--- src/rtl/trle_pkg.sv ---
// ----------------------------------------------------------------------------
// trle_pkg
// shared types, register indexes and pixel unpacking for the targa rle decoder
// ----------------------------------------------------------------------------
package trle_pkg;

    localparam int COUNT_BITS_DEF = 24;
    localparam int CFG_IDX_BITS   = 2;
    localparam int CFG_DATA_BITS  = 24;

    localparam logic [CFG_IDX_BITS-1:0] CFG_RLE_MODE        = 2'd0;
    localparam logic [CFG_IDX_BITS-1:0] CFG_BYTES_PER_PIXEL = 2'd1;
    localparam logic [CFG_IDX_BITS-1:0] CFG_PIXEL_TOTAL     = 2'd2;

    localparam logic [2:0] BPP_MIN   = 3'd2;
    localparam logic [2:0] BPP_RGB   = 3'd3;
    localparam logic [2:0] BPP_MAX   = 3'd4;

    typedef struct packed {
        logic [7:0] red;
        logic [7:0] green;
        logic [7:0] blue;
        logic [7:0] alpha;
    } rgba_t;

    typedef struct packed {
        logic       hit;
        rgba_t      pixel;
        logic [7:0] repeat_cnt;
        logic       done;
    } step_t;

    // last byte of the pixel is b, the earlier ones are held
    function automatic rgba_t trle_unpack(input logic [2:0] bpp, input logic [7:0] p0,
                                          input logic [7:0] p1, input logic [7:0] p2,
                                          input logic [7:0] b);
        rgba_t px;
        px = '0;
        unique case (bpp)
            BPP_MAX:
            begin
                px.red   = p2;
                px.green = p1;
                px.blue  = p0;
                px.alpha = b;
            end
            BPP_RGB:
            begin
                px.red   = b;
                px.green = p1;
                px.blue  = p0;
                px.alpha = 8'h00;
            end
            default:
            begin
                // 1-5-5-5, high byte is b
                px.red   = {b[6:2], 3'b000};
                px.green = {b[1:0], p0[7:5], 3'b000};
                px.blue  = {p0[4:0], 3'b000};
                px.alpha = {b[7], 7'b0};
            end
        endcase
        return px;
    endfunction

endpackage

--- src/rtl/tga_rle_pixel_decoder.sv ---
// ----------------------------------------------------------------------------
// tga_rle_pixel_decoder
// targa pixel-data decoder, raw or run-length, to 8-bit rgba with repeat count
// ----------------------------------------------------------------------------
// Takes one data byte per cycle. Each byte is decoded in the cycle it is taken
// and a finished pixel lands in the result register at that edge, so a pixel
// beat appears in the cycle after its last byte. in_ready is high while the
// result register is empty or draining, so bytes stream at one per cycle and
// only a stalled output holds the input back. Packet headers and leading pixel
// bytes give no beat. Configuration must be written while idle; not enforced.
module tga_rle_pixel_decoder #(
    parameter int COUNT_BITS = trle_pkg::COUNT_BITS_DEF
) (
    input  logic                                clk,
    input  logic                                rst_n,
    input  logic                                cfg_we,
    input  logic [trle_pkg::CFG_IDX_BITS-1:0]   cfg_index,
    input  logic [trle_pkg::CFG_DATA_BITS-1:0]  cfg_data,
    input  logic                                in_valid,
    output logic                                in_ready,
    input  logic [7:0]                          data_byte,
    output logic                                out_valid,
    input  logic                                out_ready,
    output logic [7:0]                          red,
    output logic [7:0]                          green,
    output logic [7:0]                          blue,
    output logic [7:0]                          alpha,
    output logic [7:0]                          repeat_res,
    output logic                                image_done
);
    import trle_pkg::*;

    step_t step;
    logic  beat;

    assign in_ready = !out_valid || out_ready;
    assign beat     = in_valid && in_ready;

    trle_ctrl #(
        .COUNT_BITS (COUNT_BITS)
    ) u_ctrl (
        .clk       (clk),
        .rst_n     (rst_n),
        .cfg_we    (cfg_we),
        .cfg_index (cfg_index),
        .cfg_data  (cfg_data),
        .beat      (beat),
        .data_byte (data_byte),
        .step      (step)
    );

    trle_out u_out (
        .clk        (clk),
        .rst_n      (rst_n),
        .load       (beat && step.hit),
        .step       (step),
        .out_ready  (out_ready),
        .out_valid  (out_valid),
        .red        (red),
        .green      (green),
        .blue       (blue),
        .alpha      (alpha),
        .repeat_res (repeat_res),
        .image_done (image_done)
    );

    // repeat count of a pixel beat is never zero and never above a full packet
    a_repeat_range: assert property (@(posedge clk) disable iff (!rst_n)
        out_valid |-> (repeat_res != 8'd0) && (repeat_res <= 8'd128))
        else $error("repeat count out of range");

    // a completed pixel always shows up as an output beat
    a_pixel_lands: assert property (@(posedge clk) disable iff (!rst_n)
        (beat && step.hit) |=> out_valid)
        else $error("decoded pixel lost");

    // a stalled beat is not overwritten
    a_no_overwrite: assert property (@(posedge clk) disable iff (!rst_n)
        (out_valid && !out_ready) |-> !beat)
        else $error("byte taken while result stalled");

endmodule

--- src/rtl/trle_ctrl.sv ---
// ----------------------------------------------------------------------------
// trle_ctrl
// config registers, packet and pixel state, per-byte decode step
// ----------------------------------------------------------------------------
module trle_ctrl #(
    parameter int COUNT_BITS = trle_pkg::COUNT_BITS_DEF
) (
    input  logic                                clk,
    input  logic                                rst_n,
    input  logic                                cfg_we,
    input  logic [trle_pkg::CFG_IDX_BITS-1:0]   cfg_index,
    input  logic [trle_pkg::CFG_DATA_BITS-1:0]  cfg_data,
    input  logic                                beat,
    input  logic [7:0]                          data_byte,
    output trle_pkg::step_t                     step
);
    import trle_pkg::*;

    logic                      rle_mode_reg;
    logic [2:0]                bpp_cfg_reg;
    logic [CFG_DATA_BITS-1:0]  pixel_total_reg;

    logic [2:0]            byte_phase_reg, byte_phase_next;
    logic                  expect_header_reg, expect_header_next;
    logic                  packet_is_run_reg, packet_is_run_next;
    logic [7:0]            packet_left_reg, packet_left_next;
    logic [COUNT_BITS-1:0] pixels_left_reg, pixels_left_next;
    logic [7:0]            pixel_bytes_reg [3];

    logic [2:0]                          bpp;
    logic [COUNT_BITS+CFG_DATA_BITS-1:0] total_wide;
    logic [COUNT_BITS-1:0]               total_load;
    logic [COUNT_BITS-1:0]               pl_cur;
    logic [7:0]                          n;
    logic [COUNT_BITS-1:0]               n_ext;
    logic                                byte_wr;

    assign total_wide = {{COUNT_BITS{1'b0}}, pixel_total_reg};
    assign total_load = (total_wide[COUNT_BITS-1:0] == '0) ? COUNT_BITS'(1)
                                                           : total_wide[COUNT_BITS-1:0];

    always_comb
    begin
        bpp = bpp_cfg_reg;
        if (bpp_cfg_reg < BPP_MIN)
        begin
            bpp = BPP_MIN;
        end
        if (bpp_cfg_reg > BPP_MAX)
        begin
            bpp = BPP_MAX;
        end
    end

    always_comb
    begin
        pl_cur             = (pixels_left_reg == '0) ? total_load : pixels_left_reg;
        byte_phase_next    = byte_phase_reg;
        expect_header_next = expect_header_reg;
        packet_is_run_next = packet_is_run_reg;
        packet_left_next   = packet_left_reg;
        pixels_left_next   = pl_cur;
        byte_wr            = 1'b0;
        n                  = 8'd1;
        n_ext              = '0;
        step               = '0;
        step.pixel         = trle_unpack(bpp, pixel_bytes_reg[0], pixel_bytes_reg[1],
                                         pixel_bytes_reg[2], data_byte);

        priority if (rle_mode_reg && expect_header_reg)
        begin
            packet_is_run_next = data_byte[7];
            packet_left_next   = {1'b0, data_byte[6:0]} + 8'd1;
            expect_header_next = 1'b0;
            byte_phase_next    = 3'd0;
        end
        else if (byte_phase_reg < (bpp - 3'd1))
        begin
            byte_wr         = 1'b1;
            byte_phase_next = byte_phase_reg + 3'd1;
        end
        else
        begin
            if (rle_mode_reg && packet_is_run_reg && (packet_left_reg != 8'd0))
            begin
                n = packet_left_reg;
            end
            n_ext = COUNT_BITS'(n);
            if (n_ext > pl_cur)
            begin
                n     = pl_cur[7:0];
                n_ext = pl_cur;
            end
            pixels_left_next = pl_cur - n_ext;

            if (rle_mode_reg)
            begin
                if (packet_is_run_reg || (packet_left_reg <= 8'd1))
                begin
                    packet_left_next   = 8'd0;
                    expect_header_next = 1'b1;
                end
                else
                begin
                    packet_left_next = packet_left_reg - 8'd1;
                end
            end
            byte_phase_next = 3'd0;

            step.hit        = 1'b1;
            step.repeat_cnt = n;
            step.done       = (pixels_left_next == '0);
            if (pixels_left_next == '0)
            begin
                expect_header_next = 1'b1;
                packet_left_next   = 8'd0;
                packet_is_run_next = 1'b0;
            end
        end
    end

    always_ff @(posedge clk or negedge rst_n)
    begin
        if (!rst_n)
        begin
            rle_mode_reg      <= 1'b0;
            bpp_cfg_reg       <= BPP_RGB;
            pixel_total_reg   <= CFG_DATA_BITS'(1);
            byte_phase_reg    <= 3'd0;
            expect_header_reg <= 1'b1;
            packet_is_run_reg <= 1'b0;
            packet_left_reg   <= 8'd0;
            pixels_left_reg   <= '0;
        end
        else
        begin
            if (cfg_we)
            begin
                unique case (cfg_index)
                    CFG_RLE_MODE:        rle_mode_reg    <= cfg_data[0];
                    CFG_BYTES_PER_PIXEL: bpp_cfg_reg     <= cfg_data[2:0];
                    CFG_PIXEL_TOTAL:     pixel_total_reg <= cfg_data;
                    default:             ;
                endcase
            end
            if (beat)
            begin
                byte_phase_reg    <= byte_phase_next;
                expect_header_reg <= expect_header_next;
                packet_is_run_reg <= packet_is_run_next;
                packet_left_reg   <= packet_left_next;
                pixels_left_reg   <= pixels_left_next;
            end
        end
    end

    // held pixel bytes, no reset
    always_ff @(posedge clk)
    begin
        if (beat && byte_wr)
        begin
            pixel_bytes_reg[byte_phase_reg[1:0]] <= data_byte;
        end
    end

endmodule

--- src/rtl/trle_out.sv ---
// ----------------------------------------------------------------------------
// trle_out
// result register holding one decoded pixel beat for the output channel
// ----------------------------------------------------------------------------
module trle_out (
    input  logic            clk,
    input  logic            rst_n,
    input  logic            load,
    input  trle_pkg::step_t step,
    input  logic            out_ready,
    output logic            out_valid,
    output logic [7:0]      red,
    output logic [7:0]      green,
    output logic [7:0]      blue,
    output logic [7:0]      alpha,
    output logic [7:0]      repeat_res,
    output logic            image_done
);
    import trle_pkg::*;

    logic       valid_reg, valid_next;
    rgba_t      pixel_reg;
    logic [7:0] repeat_reg;
    logic       done_reg;

    always_comb
    begin
        valid_next = valid_reg;
        if (load)
        begin
            valid_next = 1'b1;
        end
        else if (out_ready)
        begin
            valid_next = 1'b0;
        end
    end

    always_ff @(posedge clk or negedge rst_n)
    begin
        if (!rst_n)
        begin
            valid_reg <= 1'b0;
        end
        else
        begin
            valid_reg <= valid_next;
        end
    end

    always_ff @(posedge clk)
    begin
        if (load)
        begin
            pixel_reg  <= step.pixel;
            repeat_reg <= step.repeat_cnt;
            done_reg   <= step.done;
        end
    end

    assign out_valid  = valid_reg;
    assign red        = pixel_reg.red;
    assign green      = pixel_reg.green;
    assign blue       = pixel_reg.blue;
    assign alpha      = pixel_reg.alpha;
    assign repeat_res = repeat_reg;
    assign image_done = done_reg;

endmodule
--- config.mk ---
export PLATFORM = sky130hd
export DESIGN_NAME = tga_rle_pixel_decoder
export DESIGN_NICKNAME = d
export VERILOG_FILES = /design/src/rtl/trle_pkg.sv /design/src/rtl/tga_rle_pixel_decoder.sv /design/src/rtl/trle_ctrl.sv /design/src/rtl/trle_out.sv
export SDC_FILE = /design/constraint.sdc
export NUM_CORES = 1
export LEC_CHECK = 0
export BUFFER_PORTS_ARGS = -buffer_cell sky130_fd_sc_hd__buf_2
export CORE_MARGIN = 4
export CORE_UTILIZATION = 32
export CTS_CLUSTER_DIAMETER = 30
export CTS_CLUSTER_SIZE = 10
export DETAILED_ROUTE_END_ITERATION = 6
export GPL_ROUTABILITY_DRIVEN = 0
export SYNTH_ARGS = -nofsm -noshare
export SYNTH_HDL_FRONTEND = slang
export SYNTH_SLANG_ARGS = --single-unit
export TNS_END_PERCENT = 1
--- constraint.sdc ---
create_clock -name clk -period 5.7 [get_ports clk]
set_input_delay 0.285 -clock clk [delete_from_list [all_inputs] [get_ports clk]]
set_output_delay 0.285 -clock clk [all_outputs]
set_load 0.02 [all_outputs]
==> metrics.md, run 1 <==
| Metric | Value |
|---|---|
| Outcome | `complete, no violations` |
| Slew of the pin with the lowest slew margin | `about 1.2 ns` |
| Cells on worst reg2reg path | `21` |
| Drt wl/cell | `roughly 17 um` |
| CTS tree | `yes` |
| Post-CTS Hold Buffers | `0` |
| Most used DFF post-synth | `edfxtp_1` |
| RR Startpoint | `u_ctrl.pixels_left_reg[15]` |
| Arrival time worst endpoint | `approximately 5.7 ns` |
| Final Cycle Share | `0.940` |
| DIE WIDTH | `163 um` |
| Overall power | `approximately 4.3 mW` |
| # rows | `56` |
| Ys async rst share | `0.504` |
| Count of final hold-check violations | `0` |
| Finished layout cell area | `9490 um^2` |
| Hold WS | `approximately 0.047 ns` |
| Reg2Reg Capture Point | `u_ctrl.pixels_left_reg[23]` |
| Initial antenna violation count | `1` |
| Area share of the largest cell type after synthesis | `0.254` |
| Synth Warn # | `0` |
| Maxcap violations | `0` |
| Clock transition at the registers of the reported paths | `~0.060 ns` |
| Synthesized area per cell | `~10 um^2` |
| Kind of critical path | `flop to flop` |
| Worst Hold Class | `input port to async pin` |
| First-pass detailed-route iteration total | `5` |
| Core ar. | `23500 um^2` |
| Max Root-Sink Buffers | `2` |
| Reg-to-reg slack, setup | `0.34 ns` |
| Iteration-0 DRC Markers | `539` |
| Max VDD drop | `about 0.00023 V` |
| Pin count of the biggest net entering global routing | `67` |
| Pre-CTS WS | `-0.201 ns` |
| Clock Latency Late Sink | `0.43 ns` |
| Fin crit period | `~5.4 ns` |
| # port buffers | `81` |
| Total GRT Usage | `0.153` |
| P per Cell Area | `between 400 and 500 nW/um^2` |
| Vias in the first global route | `slightly below 6000` |
| Total die area | `between 20000 and 30000 um^2` |
| DIE HEIGHT | `around 160 um` |
| Share of layout cells above drive strength 1 | `0.299` |
| Synthesized area | `7670 um^2` |
| Root buf cell | `clkbuf_16` |
| Final Slew Violations | `0` |
| Post-synth cell types | `between 70 and 80` |
| CP Data Required Time | `~6.0 ns` |
| Fin cells | `about 1200` |
| H-tree Lvls | `4` |
| # diodes | `0` |
| Worst setup margin | `~0.34 ns` |
| Leakage power | `between 3 and 4 nW` |
| Antenna Nets Post-Route | `0` |
| First-pass GRT wire length | `~32000 um` |
| Fmax | `between 150 and 200 MHz` |
| Startpoint types | `flop` |
| Element type at the critical path end | `flop` |
| Count of state elements after synthesis | `between 100 and 150` |
| TritonCTS buffer count | `17` |
| Largest area contributor in the netlist | `edfxtp_1` |
| Fill count | `about 2300` |
| Dpl cells | `1159` |
| GRT overflow | `0` |
| Vias per Instance | `5.17` |
| Number of synthesized flops with an enable pin | `65` |
| Initial Util | `0.326` |
| Routed WL | `20100 um` |
| Slew margin rel. | `0.212` |
| Post-Synthesis Cells | `about 740` |
| Top-Level Pins | `between 80 and 90` |
| Clock sinks | `131` |
| Via count | `6173` |
| Worst-path fanout max | `9` |
| Synth top area cells | `edfxtp_1 (25%), dfrtp_1 (20%), mux2_2 (5.7%), ha_1 (4.6%), a21oi_1 (3.6%)` |
| RSZ-0062 raised after global routing | `no` |
| Hpwl dp | `roughly 15000 um` |
| Nets | `between 900 and 1000` |
| Post-Syn Nets | `just over 800` |
| Area growth from synthesis to final layout | `23.7%` |
| DRC viols | `0` |
| Seq/Total Area, Yosys | `0.470` |
| Final setup skew | `between 0.01 and 0.015 ns` |
| Post-layout util | `0.403` |
| Setup TNS | `0 ns` |
| Placed cell areas | `around 8800 um^2` |
| # setup viols final | `0` |
[where the power goes]
part / leakage (nW) / internal [mW] / total, mW / switching [mW]
Sequential: 1.39 / 1.28 / 1.42 / 0.148
Combinational: 2.04 / 0.697 / 1.74 / 1.04
Clock: 0.284 / 0.691 / 1.14 / 0.449
Total: 3.71 / 2.66 / 4.30 / 1.64
[final cells by class]
class	count	area (um^2)	area share
Sequential cell	131	3610	0.380
Clock inverter	14	180	0.0190
Timing Repair Buffer	140	861	0.0907
Clock buffer	17	425	0.0448
Multi-Input combinational cell	550	3930	0.415
Inverter	22	82.6	0.00870
Tap cell	319	399	0.0421
[cells by family (layout without fill, tap and decap cells)]
logic type / count (synthesis) / after routing / share of synthesized area
buffers and inverters: 57 / 193 / 0.0323
adders and majority gates: 29 / 29 / 0.0483
AOI/OAI and AO/OA: 210 / 210 / 0.187
DFF: 131 / 131 / 0.470
muxes: 56 / 56 / 0.0794
and+or+nand+nor: 241 / 242 / 0.168
xor gates and xnor gates: 13 / 13 / 0.0148
[routing by layer]
metal | wire length (um) | track usage | up-vias
met4 | 324 | 0.0507 | 0
met3 | 1160 | 0.0304 | 23
li1 | - | - | 3023
met1 | 9480 | 0.218 | 2933
met2 | 9150 | 0.234 | 194
met5 | 0 | 0 | -
[how the worst max path moves through the flow]
stage / from / endpoint / slack (ns) / depth (start not counted)
floorplan: u_ctrl.pixels_left_reg[15] / u_ctrl.pixels_left_reg[23] / 0.11 / 26
global placement: u_ctrl.pixels_left_reg[0] / u_ctrl.packet_left_reg[1] / -0.15 / 22
detailed placement: u_ctrl.pixels_left_reg[0] / u_ctrl.packet_left_reg[1] / -0.20 / 21
CTS: u_ctrl.pixels_left_reg[0] / u_ctrl.pixels_left_reg[23] / 0.05 / 22
global route: u_ctrl.pixels_left_reg[15] / u_ctrl.packet_left_reg[6] / 0.04 / 23
finish: u_ctrl.pixels_left_reg[15] / u_ctrl.pixels_left_reg[23] / 0.34 / 21
[layout by cell type, fill, tap and decap left out, types with 5 or more instances in the layout]
master and n:
buf_2 81, edfxtp_1 65, dfrtp_1 62, nand2_1 58, buf_4 58, nor2_1 55, a21oi_1 54, o21ai_0 40
mux2_2 39, ha_1 27, inv_1 22, nand3_1 19, mux2i_1 17, and2_1 17, clkbuf_16 17, a31oi_1 14
nor2b_1 14, nor3_1 10, a21o_1 9, or3_1 9, a211oi_1 9, a22oi_1 9, nor4_1 8, or2_2 7
xnor2_1 7, o22a_1 7, nand2b_1 6, xor2_1 6, o21ai_1 6, o21a_1 5, o211ai_1 5, nand4_1 5
a21boi_0 5
[cells in the mapped netlist, drive strengths merged (14+ instances only)]
cell type   n
mux2       39
nor3       14
clkbuf     24
ha         28
nor2       56
nand3      20
edfxtp     65
o21ai      49
a31oi      17
and2       18
nand2      58
mux2i      17
nor2b      14
dfrtp      62
a21oi      55
inv        22
[critical path, cell delays in order, from the launching register on]
cell	delay (ns)
dfrtp_1	0.41
nor4_4	0.34
and4_1	0.28
and2_4	0.21
a21oi_1	0.11
ha_1	0.30
a21o_1	0.16
a21o_1	0.17
a21oi_1	0.15
o21ai_1	0.10
and4b_2	0.33
mux2i_1	0.23
ha_1	0.29
a2111o_1	0.39
o211ai_1	0.19
buf_4	0.17
o21ai_2	0.06
or4_4	0.57
a211oi_4	0.32
o2111ai_2	0.20
mux2i_1	0.18
o21ai_1	0.07
[timing repair]
action | 4_1_cts | 5_1_grt
pin swaps | 0 | 3
cloned | 0 | 1
resized for setup | 3 | 20
buffers inserted | 0 | 2
setup endpoints to repair | 10 | 13
(Power assumes the default switching activity.)
==> inputs of run 2 (changes only) <==
==> constraint.sdc (replaced) <==
create_clock -name clk -period 5.9 [get_ports clk]
set_input_delay 0.295 -clock clk [delete_from_list [all_inputs] [get_ports clk]]
set_output_delay 0.295 -clock clk [all_outputs]
set_load 0.02 [all_outputs]
==> run 2 against run 1 <==
  * Utilization is 0.74 points lower
  * Clock skew is 0.0013 ns lower
  * Clock power is 4% lower
  * Non-clock buffer count is 21 lower
  * Total power is 4.6% lower
  * Sequential cell count stayed put
  * Worst setup slack worse by 0.012 ns
  * First-iteration DRC count is 3.5% lower
  * Largest cell class unchanged
==> metrics.md, run 2 (synthesis results as in run 1) <==
| Metric | Value |
|---|---|
| Outcome | `complete, no violations` |
| # port buffers | `a little over 80` |
| RSZ-0062 raised after global routing | `yes` |
| Nets | `around 900` |
| Iteration-0 DRC Markers | `520` |
| Pre-CTS WS | `0.0266 ns` |
| Share of layout cells above drive strength 1 | `0.280` |
| Arrival time worst endpoint | `around 6 ns` |
| # diodes | `0` |
| Clock transition at the registers of the reported paths | `approximately 0.060 ns` |
| Fmax | `~180 MHz` |
| Worst Hold Class | `input port to async pin` |
| Via count | `between 6000 and 7000` |
| Max VDD drop | `approximately 0.00023 V` |
| DIE WIDTH | `between 150 and 200 um` |
| # rows | `56` |
| Leakage power | `around 3.6 nW` |
| Most frequent cells in the layout | `buf_2 (81), edfxtp_1 (65), dfrtp_1 (62), nand2_1 (58), nor2_1 (55)` |
| Vias per Instance | `about 5.3` |
| Commonest non-fill, non-tap cell in the layout | `buf_2` |
| Antenna Nets Post-Route | `0` |
| Crit path max-delay family | `simple AND/OR/NAND/NOR gates` |
| Clock sinks | `131` |
| DIE HEIGHT | `between 150 and 200 um` |
| Final setup skew | `~0.011 ns` |
| Total GRT Usage | `0.154` |
| Worst setup margin | `0.328 ns` |
| Count of final hold-check violations | `0` |
| Slowest CP cell | `or4_4` |
| Core ar. | `23500 um^2` |
| First-pass GRT wire length | `between 30000 and 40000 um` |
| Hold WS | `0.0517 ns` |
| Hpwl dp | `approximately 15000 um` |
| Final Cycle Share | `0.944` |
| H-tree Lvls | `4` |
| Total die area | `26500 um^2` |
| Cells along the critical path | `nor3_2 > and4_1 > and2_1 > a21oi_1 > ha_1 > nor2b_1 > o21ai_0 > nand2b_1 > a21oi_1 > o21ai_0 > and4b_2 > mux2i_1 > ha_1 > a2111o_1 > o211ai_1 > buf_4 > o21ai_2 > or4_4 > a211oi_4 > o2111ai_1 > mux2i_1 > o21ai_1` |
| Setup crit start | `u_ctrl.pixels_left_reg[8]` |
| # setup viols final | `0` |
| Clock Latency Late Sink | `around 0.43 ns` |
| CTS tree | `yes` |
| P per Cell Area | `approximately 440 nW/um^2` |
| TritonCTS buffer count | `17` |
| Slew margin rel. | `0.214` |
| CP max stage delay | `a little under 0.6 ns` |
| Startpoint types | `flop` |
| Routed WL | `approximately 20000 um` |
| Worst-path fanout max | `7` |
| Buf/Inv on CP | `1` |
| Drt wl/cell | `approximately 17 um` |
| CP Data Required Time | `about 6.2 ns` |
| Cells on worst reg2reg path | `22` |
| Initial Util | `0.326` |
| Fill count | `between 2000 and 2500` |
| Fin crit period | `roughly 5.6 ns` |
| GRT overflow | `0` |
| DRC viols | `0` |
| Top-Level Pins | `~80` |
| Area growth from synthesis to final layout | `21.4%` |
| Final Slew Violations | `0` |
| Post-CTS Hold Buffers | `0` |
| Element type at the critical path end | `flop` |
| RR Startpoint | `u_ctrl.pixels_left_reg[8]` |
| Root buf cell | `clkbuf_16` |
| Vias in the first global route | `around 5800` |
| Initial antenna violation count | `1` |
| WP depth | `22` |
| Pin count of the biggest net entering global routing | `67` |
| Maxcap violations | `0` |
| First-pass detailed-route iteration total | `5` |
| Slew of the pin with the lowest slew margin | `1.18 ns` |
| Max Root-Sink Buffers | `2` |
| Kind of critical path | `flop to flop` |
-- run 2: cell count changes in the layout (fill, tap and decap cells not counted), sizes merged --
cell / delta
buf: -21
clkinv: -1
inv: +1
-- run 2: timing repair --
action / 4_1_cts / 5_1_grt
setup endpoints to repair: 1 / 12
resized for setup: 1 / 18
pin swaps: 0 / 1
gates cloned: 0 / 1
setup buffers: 0 / 2
-- run 2: metrics by stage --
step | instance area [um^2] | util | total power [mW] | cells | TNS, ns
2_1_floorplan | 7670 | - | 2.44 | 737 | 0
3_3_place_gp | 8590 | 0.365 | 2.96 | 1138 | 0
3_5_place_dp | 8590 | 0.365 | 2.96 | 1138 | 0
4_1_cts | 9200 | 0.391 | 4.07 | 1169 | 0
5_1_grt | 9320 | 0.396 | 4.37 | 1172 | -0.0202
6_report | 9320 | 0.396 | 4.11 | 1172 | 0
-- run 2: report_power, final --
group | switching, mW | total, mW | internal, mW
logic | 0.987 | 1.61 | 0.625
registers | 0.171 | 1.40 | 1.23
clock network | 0.424 | 1.09 | 0.667
-- run 2: layout make-up --
class                      instances  area [um^2]  share of cell area
timing repair buffer             119          691              0.0741
clock inverter                    14          178              0.0191
multi-input combinational        550         3930               0.422
tap                              319          399              0.0428
clock buffer                      17          425              0.0457
inverter                          22         82.6             0.00886
sequential                       131         3610               0.387
-- run 2: routing by layer --
metal | global-route usage | vias up | part of all wire
li1 | - | 2977 | -
met1 | 0.217 | 2942 | 0.46
met4 | 0.0393 | 0 | 0.012
met2 | 0.239 | 244 | 0.46
met5 | 0 | - | 0
met3 | 0.0352 | 21 | 0.067
-- run 2: worst paths after layout --
check / end / slack, ns
setup / recovery: u_ctrl.pixels_left_reg[23] / 0.33
hold / removal: u_ctrl.pixel_total_reg[5] / 0.05
setup reg to reg: u_ctrl.pixels_left_reg[23] / 0.33
hold reg to reg: u_ctrl.byte_phase_reg[2] / 0.51
max in group asynchronous: u_ctrl.packet_left_reg[6] / 5.22
min in group clk: u_ctrl.pixel_total_reg[12] / 0.10
==> inputs of run 3 (changes only) <==
--- a/config.mk
+++ b/config.mk
@@ -5,12 +5,13 @@
 export SDC_FILE = /design/constraint.sdc
 export NUM_CORES = 1
 export LEC_CHECK = 0
-export BUFFER_PORTS_ARGS = -buffer_cell sky130_fd_sc_hd__buf_2
+export ABC_AREA = 1
 export CORE_MARGIN = 4
 export CORE_UTILIZATION = 32
 export CTS_CLUSTER_DIAMETER = 30
 export CTS_CLUSTER_SIZE = 10
 export DETAILED_ROUTE_END_ITERATION = 6
+export DONT_BUFFER_PORTS = 1
 export GPL_ROUTABILITY_DRIVEN = 0
 export SYNTH_ARGS = -nofsm -noshare
 export SYNTH_HDL_FRONTEND = slang
==> run 3 against run 2 <==
  * Sequential share of layout area is 2.5 points higher
  * Total power is 11% higher
  * Via count is 3.6% higher
  * Clock-buffer cell count is 1 higher
  * Critical path depth increased by 12
  * Utilization fell by 2.1 points
==> metrics.md, run 3 <==
| Metric | Value |
|---|---|
| Outcome | `complete, no violations` |
| Count of state elements after synthesis | `between 100 and 150` |
| Max VDD drop | `0.000215 V` |
| Most frequent cells in the layout | `nand2_1 (201), nor2_1 (142), inv_1 (124), edfxtp_1 (65), dfrtp_1 (61)` |
| Count leader, synth | `nand2_1` |
| P per Cell Area | `between 500 and 600 nW/um^2` |
| Synthesized area per cell | `roughly 8.0 um^2` |
| Final Cycle Share | `0.926` |
| Placed cell areas | `around 8000 um^2` |
| Post-synth cell types | `41` |
| Fmax | `183 MHz` |
| Pin count of the biggest net entering global routing | `67` |
| Cells on worst reg2reg path | `34` |
| Most common library cells after synthesis | `nand2_1 (203), nor2_1 (148), inv_1 (125)` |
| Max Root-Sink Buffers | `2` |
| First-pass GRT wire length | `approximately 33000 um` |
| CP Data Required Time | `approximately 6.3 ns` |
| Fill count | `~2400` |
| Synth Warn # | `0` |
| Initial antenna violation count | `0` |
| Final Slew Violations | `0` |
| Worst Hold Class | `input port to flop` |
| Post-Synthesis Cells | `roughly 940` |
| Area growth from synthesis to final layout | `15.6%` |
| Multi-input logic area | `approximately 3400 um^2` |
| Storage element area | `around 3600 um^2` |
| Core ar. | `approximately 23000 um^2` |
| Clock Latency Late Sink | `~0.43 ns` |
| Slew of the pin with the lowest slew margin | `1.19 ns` |
| CP endpoint | `u_ctrl.packet_left_reg[4]` |
| Count of final hold-check violations | `0` |
| Synth top area cells | `edfxtp_1 (26%), dfrtp_1 (20%), nand2_1 (10%), nor2_1 (7.3%), inv_1 (6.2%)` |
| CTS tree | `yes` |
| Reg2Reg Capture Point | `u_ctrl.packet_left_reg[4]` |
| Slew margin rel. | `0.205` |
| Worst-path fanout max | `7` |
| Synthesized area | `roughly 7600 um^2` |
| RR Startpoint | `u_ctrl.pixels_left_reg[21]` |
| Antenna Nets Post-Route | `0` |
| Post-Syn Nets | `between 1000 and 1500` |
| Worst setup margin | `roughly 0.43 ns` |
| Maxcap violations | `0` |
| Clock transition at the registers of the reported paths | `approximately 0.060 ns` |
| # diodes | `0` |
| CP max stage delay | `between 0.4 and 0.5 ns` |
| DIE WIDTH | `roughly 160 um` |
| TritonCTS buffer count | `17` |
| Reg-to-reg slack, setup | `0.43 ns` |
| Leakage power | `slightly below 4 nW` |
| Startpoint types | `flop` |
| Routed WL | `slightly above 20000 um` |
| Commonest non-fill, non-tap cell in the layout | `nand2_1` |
| Drt wl/cell | `approximately 16 um` |
| Finished layout cell area | `about 8800 um^2` |
| Slowest CP cell | `fa_1` |
| Ys async rst share | `0.504` |
| H-tree Lvls | `4` |
| Kind of critical path | `flop to flop` |
| # setup viols final | `0` |
| Share of layout cells above drive strength 1 | `0.114` |
| Final setup skew | `roughly 0.014 ns` |
| Hpwl dp | `roughly 15000 um` |
| Fin crit period | `about 5.5 ns` |
| Vias in the first global route | `just over 6000` |
| Seq/Total Area, Yosys | `0.476` |
| Setup crit start | `u_ctrl.pixels_left_reg[21]` |
| # port buffers | `0` |
| Area share of the largest cell type after synthesis | `0.257` |
| Initial Util | `0.324` |
| Post-layout util | `0.375` |
| Top-Level Pins | `82` |
| Element type at the critical path end | `flop` |
| # rows | `56` |
| Root buf cell | `clkbuf_16` |
| Iteration-0 DRC Markers | `slightly below 600` |
| Via count | `between 6000 and 7000` |
| Largest area contributor in the netlist | `edfxtp_1` |
| Total GRT Usage | `0.158` |
| DIE HEIGHT | `around 160 um` |
| DRC viols | `0` |
| GRT overflow | `0` |
| Clock sinks | `around 130` |
| Setup TNS | `0 ns` |
| Total die area | `26200 um^2` |
| Most used DFF post-synth | `edfxtp_1` |
| Number of synthesized flops with an enable pin | `65` |
| Nets | `between 1000 and 1500` |
| Pre-CTS WS | `roughly 0.24 ns` |
| CP most frequent cell | `nand2_1` |
| First-pass detailed-route iteration total | `5` |
| Vias per Instance | `4.93` |
| Arrival time worst endpoint | `5.83 ns` |
[run 3: worst min-delay path by stage]
stage,slack (ns),start,to,depth (start not counted)
after floorplan,-0.0006,rst_n,u_ctrl.bpp_cfg_reg[2],0
after global placement,0.004,rst_n,u_ctrl.pixels_left_reg[17],0
after CTS,0.008,cfg_data[7],u_ctrl.pixel_total_reg[7],1
final,0.02,cfg_data[4],u_ctrl.pixel_total_reg[4],1
after global routing,0.01,cfg_data[3],u_ctrl.pixel_total_reg[3],1
after detailed placement,0.005,rst_n,u_ctrl.pixels_left_reg[17],0
[run 3: critical path, delay by kind of cell (launching register included)]
family                   cells  cell delay, ns
flip-flops                   1            0.39
buffers and inverters        3            0.40
AO/OA/AOI/OAI                4            0.64
AND/OR/NAND/NOR             23            2.83
adder cells (fa/ha/maj)      3            0.96
XOR/XNOR                     1            0.18
[run 3: kinds of logic after synthesis]
kind of cell	count (synthesis)	synth area share
xor gates and xnor gates	15	0.0173
and+or+nand+nor	455	0.256
buffers and inverters	154	0.0792
muxes	5	0.00743
adders and majority gates	29	0.0488
DFF	131	0.476
AOI/OAI and AO/OA	155	0.115
[run 3: metal layers]
metal | track usage | share of wire
met2 | 0.284 | 0.51
met3 | 0.0292 | 0.050
met4 | 0.0565 | 0.024
met5 | 0 | 0
met1 | 0.188 | 0.42
[run 3: layout make-up]
class	instances	area share
Tap cell	319	0.0455
Multi-Input combinational cell	659	0.393
Clock inverter	14	0.0161
Inverter	131	0.0564
Clock buffer	18	0.0490
Sequential cell	131	0.412
Timing Repair Buffer	27	0.0283
[run 3: stage by stage]
stage,power (mW),std cells,hold WS (ns)
CTS,4.48,1295,0.00754
detailed placement,3.42,1252,0.00465
global route,4.88,1299,0.0104
floorplan,2.90,944,-0.000591
global placement,3.40,1252,0.00437
finish,4.54,1299,0.0167
[run 3: timing repair]
action | CTS | global route
hold buffers | 11 | 0
endpoints found under the setup margin | 0 | 11
buffers inserted | 0 | 4
gates resized for setup | 0 | 23
endpoints found under the hold margin | 91 | 0
[run 3: where the power goes]
part           switching (mW)  internal, mW  total, mW
clock network           0.444         0.592       1.04
registers               0.239          1.26       1.50
logic                    1.37         0.640       2.01
